--- src/hdl/spot_pkg.sv ---
// Shared types for the shape pair overlap tester.
// Pair kind codes and the control group passed from operand selection to the result logic.
// No dependencies.
`timescale 1ns / 1ps

package spot_pkg;

  typedef enum logic [2:0] {
    REQ_PT_CIRC   = 3'd0,
    REQ_PT_BOX    = 3'd1,
    REQ_CIRC_CIRC = 3'd2,
    REQ_CIRC_BOX  = 3'd3,
    REQ_BOX_BOX   = 3'd4
  } req_kind_e;

  // dist_en: answer comes from the squared distance compare
  // rect_hit: answer of the interval tests when dist_en is low
  typedef struct packed {
    logic dist_en;
    logic rect_hit;
  } spot_ctrl_t;

endpackage

--- src/hdl/spot_operand_sel.sv ---
// Operand selection for the overlap tester: box extents, interval tests and
// the deltas and radius for the one distance test a request needs.
// Depends on spot_pkg.
`timescale 1ns / 1ps

module spot_operand_sel #(
  parameter int COORD_BITS = 16
) (
  input  spot_pkg::req_kind_e         kind_i,
  input  logic signed [COORD_BITS-1:0] a_x_i,
  input  logic signed [COORD_BITS-1:0] a_y_i,
  input  logic [COORD_BITS-2:0]        a_radius_i,
  input  logic [COORD_BITS-2:0]        a_width_i,
  input  logic [COORD_BITS-2:0]        a_height_i,
  input  logic signed [COORD_BITS-1:0] b_x_i,
  input  logic signed [COORD_BITS-1:0] b_y_i,
  input  logic [COORD_BITS-2:0]        b_radius_i,
  input  logic [COORD_BITS-2:0]        b_width_i,
  input  logic [COORD_BITS-2:0]        b_height_i,
  output logic [COORD_BITS:0]          dx_o,
  output logic [COORD_BITS:0]          dy_o,
  output logic [COORD_BITS-1:0]        radius_o,
  output spot_pkg::spot_ctrl_t         ctrl_o
);
  import spot_pkg::*;

  localparam int EW = COORD_BITS + 3;

  function automatic logic [COORD_BITS:0] abs_diff(input logic signed [EW-1:0] p,
                                                   input logic signed [EW-1:0] q);
    logic signed [EW-1:0] d;
    d = p - q;
    if (d < 0) begin
      d = -d;
    end
    return d[COORD_BITS:0];
  endfunction

  logic signed [EW-1:0] ax, ay, bx, by, ar, ahw, ahh, bhw, bhh;
  logic signed [EW-1:0] bminx, bmaxx, bminy, bmaxy;
  logic                 in_xband, in_yband, grown_hit, box_hit;
  logic signed [EW-1:0] corner_x, corner_y;

  assign ax  = EW'(a_x_i);
  assign ay  = EW'(a_y_i);
  assign bx  = EW'(b_x_i);
  assign by  = EW'(b_y_i);
  assign ar  = signed'(EW'(a_radius_i));
  assign ahw = signed'(EW'(a_width_i >> 1));
  assign ahh = signed'(EW'(a_height_i >> 1));
  assign bhw = signed'(EW'(b_width_i >> 1));
  assign bhh = signed'(EW'(b_height_i >> 1));

  assign bminx = bx - bhw;
  assign bmaxx = bx + bhw;
  assign bminy = by - bhh;
  assign bmaxy = by + bhh;

  assign in_xband  = (bminx <= ax) && (ax <= bmaxx);
  assign in_yband  = (bminy <= ay) && (ay <= bmaxy);
  assign grown_hit = (bminx - ar <= ax) && (ax <= bmaxx + ar) &&
                     (bminy - ar <= ay) && (ay <= bmaxy + ar);
  assign box_hit   = (ax - ahw <= bmaxx) && (bminx <= ax + ahw) &&
                     (ay - ahh <= bmaxy) && (bminy <= ay + ahh);

  // Outside both bands the nearest corner is closest on both axes, so if any
  // corner lies in the circle this one does.
  assign corner_x = (ax < bminx) ? bminx : bmaxx;
  assign corner_y = (ay < bminy) ? bminy : bmaxy;

  always_comb begin
    dx_o   = abs_diff(ax, bx);
    dy_o   = abs_diff(ay, by);
    radius_o = COORD_BITS'(b_radius_i);
    ctrl_o = '0;
    case (kind_i)
      REQ_PT_CIRC: begin
        ctrl_o.dist_en = 1'b1;
      end
      REQ_PT_BOX: begin
        ctrl_o.rect_hit = in_xband && in_yband;
      end
      REQ_CIRC_CIRC: begin
        ctrl_o.dist_en = 1'b1;
        radius_o = COORD_BITS'(a_radius_i) + COORD_BITS'(b_radius_i);
      end
      REQ_CIRC_BOX: begin
        radius_o = COORD_BITS'(a_radius_i);
        if (in_xband || in_yband) begin
          ctrl_o.rect_hit = grown_hit;
        end else begin
          ctrl_o.dist_en = 1'b1;
          dx_o = abs_diff(corner_x, ax);
          dy_o = abs_diff(corner_y, ay);
        end
      end
      REQ_BOX_BOX: begin
        ctrl_o.rect_hit = box_hit;
      end
      default: begin
        ctrl_o = '0;
      end
    endcase
  end

endmodule

--- config.mk ---
export PLATFORM = sky130hd
export DESIGN_NAME = spot_operand_sel
export DESIGN_NICKNAME = d
export VERILOG_FILES = /design/src/hdl/spot_pkg.sv /design/src/hdl/spot_operand_sel.sv
export SDC_FILE = /design/constraint.sdc
export NUM_CORES = 1
export LEC_CHECK = 0
export ABC_AREA = 1
export BUFFER_PORTS_ARGS = -buffer_cell sky130_fd_sc_hd__buf_2
export CORE_ASPECT_RATIO = 0.7
export CORE_MARGIN = 2
export CORE_UTILIZATION = 57
export DETAILED_ROUTE_END_ITERATION = 16
export GPL_ROUTABILITY_DRIVEN = 1
export PLACE_DENSITY = 0.78
export SYNTH_ARGS = -nofsm -noshare
export SYNTH_HDL_FRONTEND = slang
export SYNTH_SLANG_ARGS = --single-unit
--- constraint.sdc ---
create_clock -name vclk -period 7.4
set_clock_uncertainty 0.1 [all_clocks]
set_input_delay 1.48 -clock vclk [all_inputs]
set_output_delay 1.48 -clock vclk [all_outputs]
set_load 0.01 [all_outputs]
==> flow_summary.yaml, run 1 <==
placement:
  io_buffer_count: 205
  post-dp-hpwl_um: 74930
  dp_slack_ps: -1234
  dpl.cell_count: 4552
  place_congestion: 1.078
status:
  status: "stopped before the end"
  first-error: "[ERROR GRT-0232] Routing congestion too high. Check the congestion heatmap in the GUI."
  lastStage: "global routing (5_1_grt)"
synth:
  synth_area_um2: 20000
  syn-num-nets: 3942
  netlist.area_leader.share: 0.2871
  yosysUniqueCellTypes: 51
  avgSynthCellArea_um2: 6.044
  ys_seq_area_frac: 0
  synthTopCellsByArea: "ha_1, nand2_1, inv_1"
  yosysWarnings: 0
  syn_inst: 3309
  yosysTopAreaCell: "ha_1"
die:
  die_w_um: 227.9
  initial_utilization: 0.5770
  boundaryPins: 209
  fp.dieH_um: 160.7
  rows: 57
timing:
  postGrtWorstEndpoint: "dx_o[15]"
  worst-ep-kind: "primary output"
global_route:
  grt-ovfl-total: 79
  grt_use_total: 0.7484
  grt_max_degree: 31
clock_tree:
  holdBufCountCts: 0
## synth_stat cells (all sizes together), types with 22 or more instances
library cell / n
a21oi: 322
buf: 25
clkbuf: 30
ha: 459
inv: 563
nand2: 757
nand3: 162
nand3b: 22
nand4: 88
nor2: 217
nor3: 48
o21ai: 165
o21bai: 37
xnor2: 57
xor2: 192
## kinds of logic after synthesis
group	after synthesis	synth area share
and+or+nand+nor	1322	0.2843
AOI/OAI and AO/OA	639	0.1808
buffers and inverters	619	0.1197
adders and majority gates	476	0.3042
xor gates and xnor gates	249	0.1090
muxes	4	0.002002
## per-stage QoR
stage               cell area, um2  hold slack, ps    util
CTS                          28420            3174  0.8200
detailed placement           26490            3180  0.7641
global placement             26490            3161  0.7641
floorplan                    20510            2934       -
## what timing repair did
item,4_1_cts
cloned,10
endpoints found under the hold margin,0
resized for setup,246
buffers inserted,76
pin swaps,110
endpoints found under the setup margin,36
## metal layers
metal	overflow	track usage
met1	7	0.8097
met2	44	0.8850
met3	7	0.6168
met4	21	0.5769
met5	0	0.4388
==> run 2: changes to the inputs <==
- CORE_ASPECT_RATIO: 0.7 -> default
- CORE_UTILIZATION: 57 -> 40
- PLACE_DENSITY: 0.78 -> default
- PLACE_DENSITY_LB_ADDON: default -> 0.15
- clock period: 7.4 -> 9.6 ns (I/O delays scaled with it)
==> flow_summary.yaml, run 2 <==
timing:
  period_share: 0.9667
  hold_ws_ps: 4058
  slew_viol_final: 0
  hold_viol: 0
  setup_viol_count_final: 0
  fin_ws_ps: 319.3
  fmax_mhz: 107.8
  relSlewSlack: 0.5908
  fin_crit_ps: 9281
  worst_pin_slew_ps: 609.5
finish:
  clockBufferCount: 0
  final_cell_area_um2: 23800
  layout_common_cells: "nand2_1, inv_1, ha_1"
  insertedDiodeCount: 0
  nFlopsAndLatches: 0
  drive_above_1_share: 0.1576
  syn2layout_area_growth_pct: 18.99
  fin_nets: 4277
  multi_input_area_um2: 18370
  regArea_um2: 0
  n_fill_cell: 5273
  final_common_cell: "nand2_1"
setup_path:
  crit_path_end: "dx_o[5]"
  cp_slowest_stage_delay_ps: 430
  crit_path_end_kind: "output port"
  critPathLaunchType: "primary input"
  crit_top_cell: "nand2_1"
  cpMaxStageDelayCell: "fa_2"
  required_ps: 7580
  critPathKind: "primary input to output port"
  cp-startpoint: "b_x_i[0]"
  critPathArrivalTime_ps: 7260
  worst-path-max-fanout: 17
synth:
  synth.most_common_cell: "nand2_1"
  synth_area_um2: 20000
  ys_seq_area_frac: 0
  yosysTopAreaCell: "ha_1"
  yosysUniqueCellTypes: 51
  syn_inst: 3309
  synth_common_cells: "nand2_1, inv_1, ha_1"
  avgSynthCellArea_um2: 6.044
  synthTopCellsByArea: "ha_1, nand2_1, inv_1"
  yosysWarnings: 0
  netlist.area_leader.share: 0.2871
  syn-num-nets: 3942
die:
  initial_utilization: 0.4069
  die_w_um: 227.6
  rows: 81
  boundaryPins: 209
  fp.dieArea_um2: 51810
  fp.dieH_um: 227.6
  core_um2: 49150
drt:
  drc: 0
  vias: 22580
  vias_per_cell: 5.244
  drtIter0Drc: 1517
  ant_nets: 0
  wl_per_cell_um: 17.31
  drt_wl_total_um: 74540
  first_pass_iters: 8
status:
  status: "finished, final reports clean"
global_route:
  grt_pass1_wl_um: 112600
  antenna_found_initial: 1
  grt-ovfl-total: 0
  grt_pass1_vias: 20700
  grt_max_degree: 33
  grt_use_total: 0.2776
power:
  power.leakage_nw: 13.39
  cellPowerDensity_nw_per_um2: 154.9
  ir_drop_mv: 0.06225
placement:
  post-dp-hpwl_um: 63020
  dpl_cell_area_um2: 22760
  dp_slack_ps: -20.58
  place_congestion: 1.001
  io_buffer_count: 205
flow_run:
  drv_cap: 0
clock_tree:
  holdBufCountCts: 0
worst_hold_path:
  hp-class: "primary input to output port"
[run 2: cell counts after synthesis]
Identical to the previous run, type by type.
[run 2: layout make-up]
cell class | count | area share
inverters | 564 | 0.08912
multi-input cells | 2690 | 0.7718
well taps | 664 | 0.03491
repair buffers | 388 | 0.1042
[run 2: worst min-delay path by stage]
| stage | to | cells past startpoint | start | slack (ps) |
|---|---|---|---|---|
| global placement | ctrl_o[1] | 3 | kind_i[2] | 4050 |
| floorplan | ctrl_o[1] | 1 | kind_i[0] | 3810 |
| finish | radius_o[0] | 4 | b_radius_i[0] | 4060 |
| CTS | ctrl_o[1] | 3 | kind_i[2] | 4050 |
| global route | ctrl_o[1] | 3 | kind_i[2] | 4070 |
| detailed placement | ctrl_o[1] | 3 | kind_i[2] | 4050 |
[run 2: power by group]
part | leakage (nW) | internal, mW | switching, mW | total [mW]
Combinational | 13.4 | 1.49 | 2.20 | 3.69
Clock | 0 | 0 | 0 | 0
Sequential | 0 | 0 | 0 | 0
[run 2: cells by family after synthesis]
group,after synthesis,synth area share
XOR/XNOR,249,0.1090
adder cells (fa/ha/maj),476,0.3042
buffers and inverters,619,0.1197
AO/OA/AOI/OAI,639,0.1808
AND/OR/NAND/NOR,1322,0.2843
multiplexers,4,0.002002
[run 2: layer usage]
metal	wire [um]	share of wire	track usage	vias up
met1	33980	0.46	0.3683	10250
met5	13	0.00017	0	-
met2	35020	0.47	0.5003	548
li1	-	-	-	11690
met4	2342	0.031	0.05693	2
met3	3186	0.043	0.008999	98
[run 2: what timing repair did]
action,4_1_cts,5_1_grt
pin swaps,0,60
hold endpoints to repair,0,0
setup endpoints to repair,2,33
setup buffers,0,27
gates cloned,0,4
gates resized for setup,2,193
[run 2: metrics by stage]
stage | setup TNS [ps] | instances | total power [mW] | util
2_1_floorplan | 0 | 3309 | 2.273 | -
3_3_place_gp | 0 | 4275 | 3.340 | 0.4630
3_5_place_dp | -23.57 | 4275 | 3.341 | 0.4630
4_1_cts | 0 | 4275 | 3.365 | 0.4630
5_1_grt | -124.7 | 4306 | 4.135 | 0.4842
6_report | 0 | 4306 | 3.687 | 0.4842
[run 2: critical path: cells and delay by family]
kind                       cells  cell delay [ps]
adders and majority gates      4             1290
and+or+nand+nor               20             1630
buffers and inverters         10              930
xor gates and xnor gates       2              400
AOI/OAI and AO/OA              6             1080
Note: power is estimated with default switching activity, not from simulation.
==> run 3: changes to the inputs <==
- BUFFER_PORTS_ARGS: -buffer_cell sky130_fd_sc_hd__buf_2 -> default
- DONT_BUFFER_PORTS: default -> 1
- SLEW_MARGIN: default -> 10
==> flow_summary.yaml, run 3 (synthesized netlist as in run 2, its figures left out) <==
status:
  status: "finished, final reports clean"
die:
  core_um2: 49150
  fp.dieArea_um2: 51810
  rows: 81
  die_w_um: 227.6
  fp.dieH_um: 227.6
  initial_utilization: 0.4069
  boundaryPins: 209
setup_path:
  path_buf_inv: 8
  crit_path_end_kind: "output port"
  critPathLaunchType: "primary input"
  cpMaxStageDelayCell: "fa_2"
  cp_slowest_stage_delay_ps: 370
  worst-path-max-fanout: 20
  critPathKind: "primary input to output port"
  cp-startpoint: "b_y_i[0]"
  required_ps: 7580
  crit_top_cell: "nand2_1"
  critPathArrivalTime_ps: 7210
  critPathTopFamily: "simple AND/OR/NAND/NOR gates"
finish:
  syn2layout_area_growth_pct: 8.314
  nFlopsAndLatches: 0
  final_common_cell: "nand2_1"
  regArea_um2: 0
  clockBufferCount: 0
  layout_common_cells: "nand2_1, inv_1, ha_1"
  insertedDiodeCount: 0
  drive_above_1_share: 0.06186
  post-route-util: 0.4407
  fin_nets: 3981
placement:
  post-dp-hpwl_um: 64980
  io_buffer_count: 0
  place_congestion: 0.9485
  dp_slack_ps: 49.61
drt:
  drtIter0Drc: 1403
  vias: 21830
  vias_per_cell: 5.443
  drc: 0
  wl_per_cell_um: 19.05
  drt_wl_total_um: 76410
  ant_nets: 0
  first_pass_iters: 6
power:
  cellPowerDensity_nw_per_um2: 151.2
  ir_drop_mv: 0.05739
  power.leakage_nw: 12.06
flow_run:
  drv_cap: 0
clock_tree:
  holdBufCountCts: 0
timing:
  fin_ws_ps: 365.3
  relSlewSlack: 0.5601
  setup_viol_count_final: 0
  fmax_mhz: 108.3
  hold_viol: 0
  fin_crit_ps: 9235
  setup_tns_ps: 0
  worst_pin_slew_ps: 657.7
  hold_ws_ps: 3821
  slew_viol_final: 0
  period_share: 0.9620
global_route:
  grt_max_degree: 38
  grt_pass1_vias: 20950
  grt_pass1_wl_um: 115900
  grt-ovfl-total: 0
  grt_use_total: 0.2874
  antenna_found_initial: 0
worst_hold_path:
  hp-start: "kind_i[0]"
  hp-class: "primary input to output port"
==> run 3: report_power, final <==
part	total [mW]	internal (mW)	switching, mW
sequential	0	0	0
combinational	3.28	1.23	2.05
clock	0	0	0
==> run 3: per-layer routing <==
metal	GRT usage	wire length (um)	vias up
met1	0.3531	32760	10020
met4	0.07949	2802	0
li1	-	-	11080
met5	0	0	-
met2	0.5291	36720	596
met3	0.02880	4119	135
==> run 3: final timing paths <==
kind	end	slack, ps	cells past startpoint
worst max-delay path	dy_o[3]	370	40
worst min-delay path	ctrl_o[1]	3820	1
==> run 3: timing repair <==
item	CTS	global route
endpoints found under the setup margin	0	33
gates resized for setup	0	99
buffers inserted	0	10
==> run 3: layout make-up <==
cell class                      instances  area [um2]
Fill cell                            5376       27490
Inverter                              564        2117
Multi-Input combinational cell       2690       17970
Tap cell                              664       830.8
Timing Repair Buffer                   92       742.0
==> run 3: metrics by stage <==
| stage | power, mW | area, um2 | std cells |
|---|---|---|---|
| floorplan | 2.273 | 20000 | 3309 |
| global placement | 3.053 | 21210 | 3998 |
| detailed placement | 3.103 | 21210 | 3998 |
| CTS | 3.125 | 21210 | 3998 |
| global route | 3.684 | 21660 | 4010 |
| finish | 3.276 | 21660 | 4010 |
==> run 4: changes to the inputs <==
- CAP_MARGIN: default -> 0
- PLACE_DENSITY: default -> 0.6
- PLACE_DENSITY_LB_ADDON: 0.15 -> default
- clock period: 9.6 -> 9 ns (I/O delays scaled with it)
==> flow_summary.yaml, run 4 (synthesized netlist as in run 2, its figures left out) <==
status:
  status: "finished, final reports clean"
setup_path:
  crit_path_end_kind: "output port"
  cp_slowest_stage_delay_ps: 390
  critPathLaunchType: "primary input"
  critPathKind: "primary input to output port"
  cp-startpoint: "b_x_i[0]"
  critPathArrivalTime_ps: 6870
  path_buf_inv: 5
  worst-path-max-fanout: 8
  required_ps: 7100
  cpMaxStageDelayCell: "fa_2"
  critPathTopFamily: "simple AND/OR/NAND/NOR gates"
  crit_top_cell: "nand2_1"
timing:
  hold_viol: 0
  slew_viol_final: 0
  period_share: 0.9748
  fin_crit_ps: 8773
  rsz0062_at_grt: "true"
  relSlewSlack: 0.4979
  setup_viol_count_final: 0
  setup_tns_ps: 0
  worst_pin_slew_ps: 750.6
  fmax_mhz: 114.0
placement:
  io_buffer_count: 0
  post-dp-hpwl_um: 62400
  place_congestion: 1.011
die:
  core_um2: 49150
  boundaryPins: 209
  die_w_um: 227.6
  initial_utilization: 0.4069
  fp.dieArea_um2: 51810
  rows: 81
  fp.dieH_um: 227.6
drt:
  top_layer: "met5"
  wl_met3_um: 5327
  drt_wl_total_um: 75060
  drc: 0
  first_pass_iters: 6
  wl_per_cell_um: 17.87
  drt-met1-wl_um: 31920
  vias_per_cell: 5.323
  ant_nets: 0
  drtIter0Drc: 1626
  vias: 22360
  wl_met2_um: 35440
finish:
  post-route-util: 0.4935
  clockBufferCount: 0
  layout_common_cells: "nand2_1, inv_1, ha_1"
  insertedDiodeCount: 0
  n_fill_cell: 5128
  fin_nets: 4172
  syn2layout_area_growth_pct: 21.28
  final_common_cell: "nand2_1"
  regArea_um2: 0
  drive_above_1_share: 0.1654
  multi_input_area_um2: 19040
  nFlopsAndLatches: 0
worst_hold_path:
  min_to: "radius_o[12]"
  hp-start: "b_radius_i[12]"
  whs_path_depth: 2
  hp-class: "primary input to output port"
power:
  ir_drop_mv: 0.08205
  p_int_mw: 1.821
  combPwrFrac: 1.000
  p_clk_frac: 0
  total_power_mw: 4.252
  switching_share: 0.5717
  p_sw_mw: 2.431
  cellPowerDensity_nw_per_um2: 175.3
  p_seq_frac: 0
  power.leakage_nw: 13.17
global_route:
  grt_use_total: 0.2767
  grt_max_degree: 33
  grt-ovfl-total: 0
  antenna_found_initial: 1
  grt_pass1_vias: 20930
  grt_pass1_wl_um: 112800
flow_run:
  drv_cap: 0
## run 4: final cells by class
class | count | area share
repair buffers | 283 | 0.09326
well taps | 664 | 0.03425
multi-input cells | 2690 | 0.7848
inverters | 564 | 0.08769
## run 4: how the worst max path moves through the flow
stage / to / slack [ps] / depth (start not counted)
after floorplan: dx_o[10] / 420 / 36
after global placement: dx_o[15] / -40 / 32
after detailed placement: dy_o[6] / -50 / 40
final: dx_o[14] / 230 / 39
after CTS: dx_o[14] / 3 / 38
after global routing: dy_o[15] / -140 / 44
## run 4: power groups by stage
stage / Sequential (mW) / Combinational [mW] / Clock, mW
2_1_floorplan: 0 / 2.43 / 0
3_3_place_gp: 0 / 3.60 / 0
3_5_place_dp: 0 / 3.62 / 0
4_1_cts: 0 / 3.64 / 0
5_1_grt: 0 / 4.74 / 0
6_report: 0 / 4.25 / 0
## run 4: repair_timing
item | 4_1_cts | 5_1_grt
endpoints found under the setup margin | 15 | 33
gates resized for setup | 6 | 359
hold endpoints to repair | 0 | 0
pin swaps | 0 | 144
gates cloned | 0 | 5
buffers inserted | 0 | 37
hold buffers | 0 | 0
## run 4: per-layer routing
layer,global-route usage,vias up
li1,-,11450
met1,0.3517,10140
met2,0.4946,663
met3,0.03754,110
met4,0.06009,2
met5,0,-
## run 4: metrics by stage
step                area (um2)  cells  setup WS (ps)  hold WS [ps]
global route             24260   4201         -137.6          3659
floorplan                20000   3309          423.8          3574
detailed placement       22420   4162         -48.66          3651
global placement         22420   4162         -39.81          3646
CTS                      22440   4162          2.944          3651
finish                   24260   4201          227.0          3649
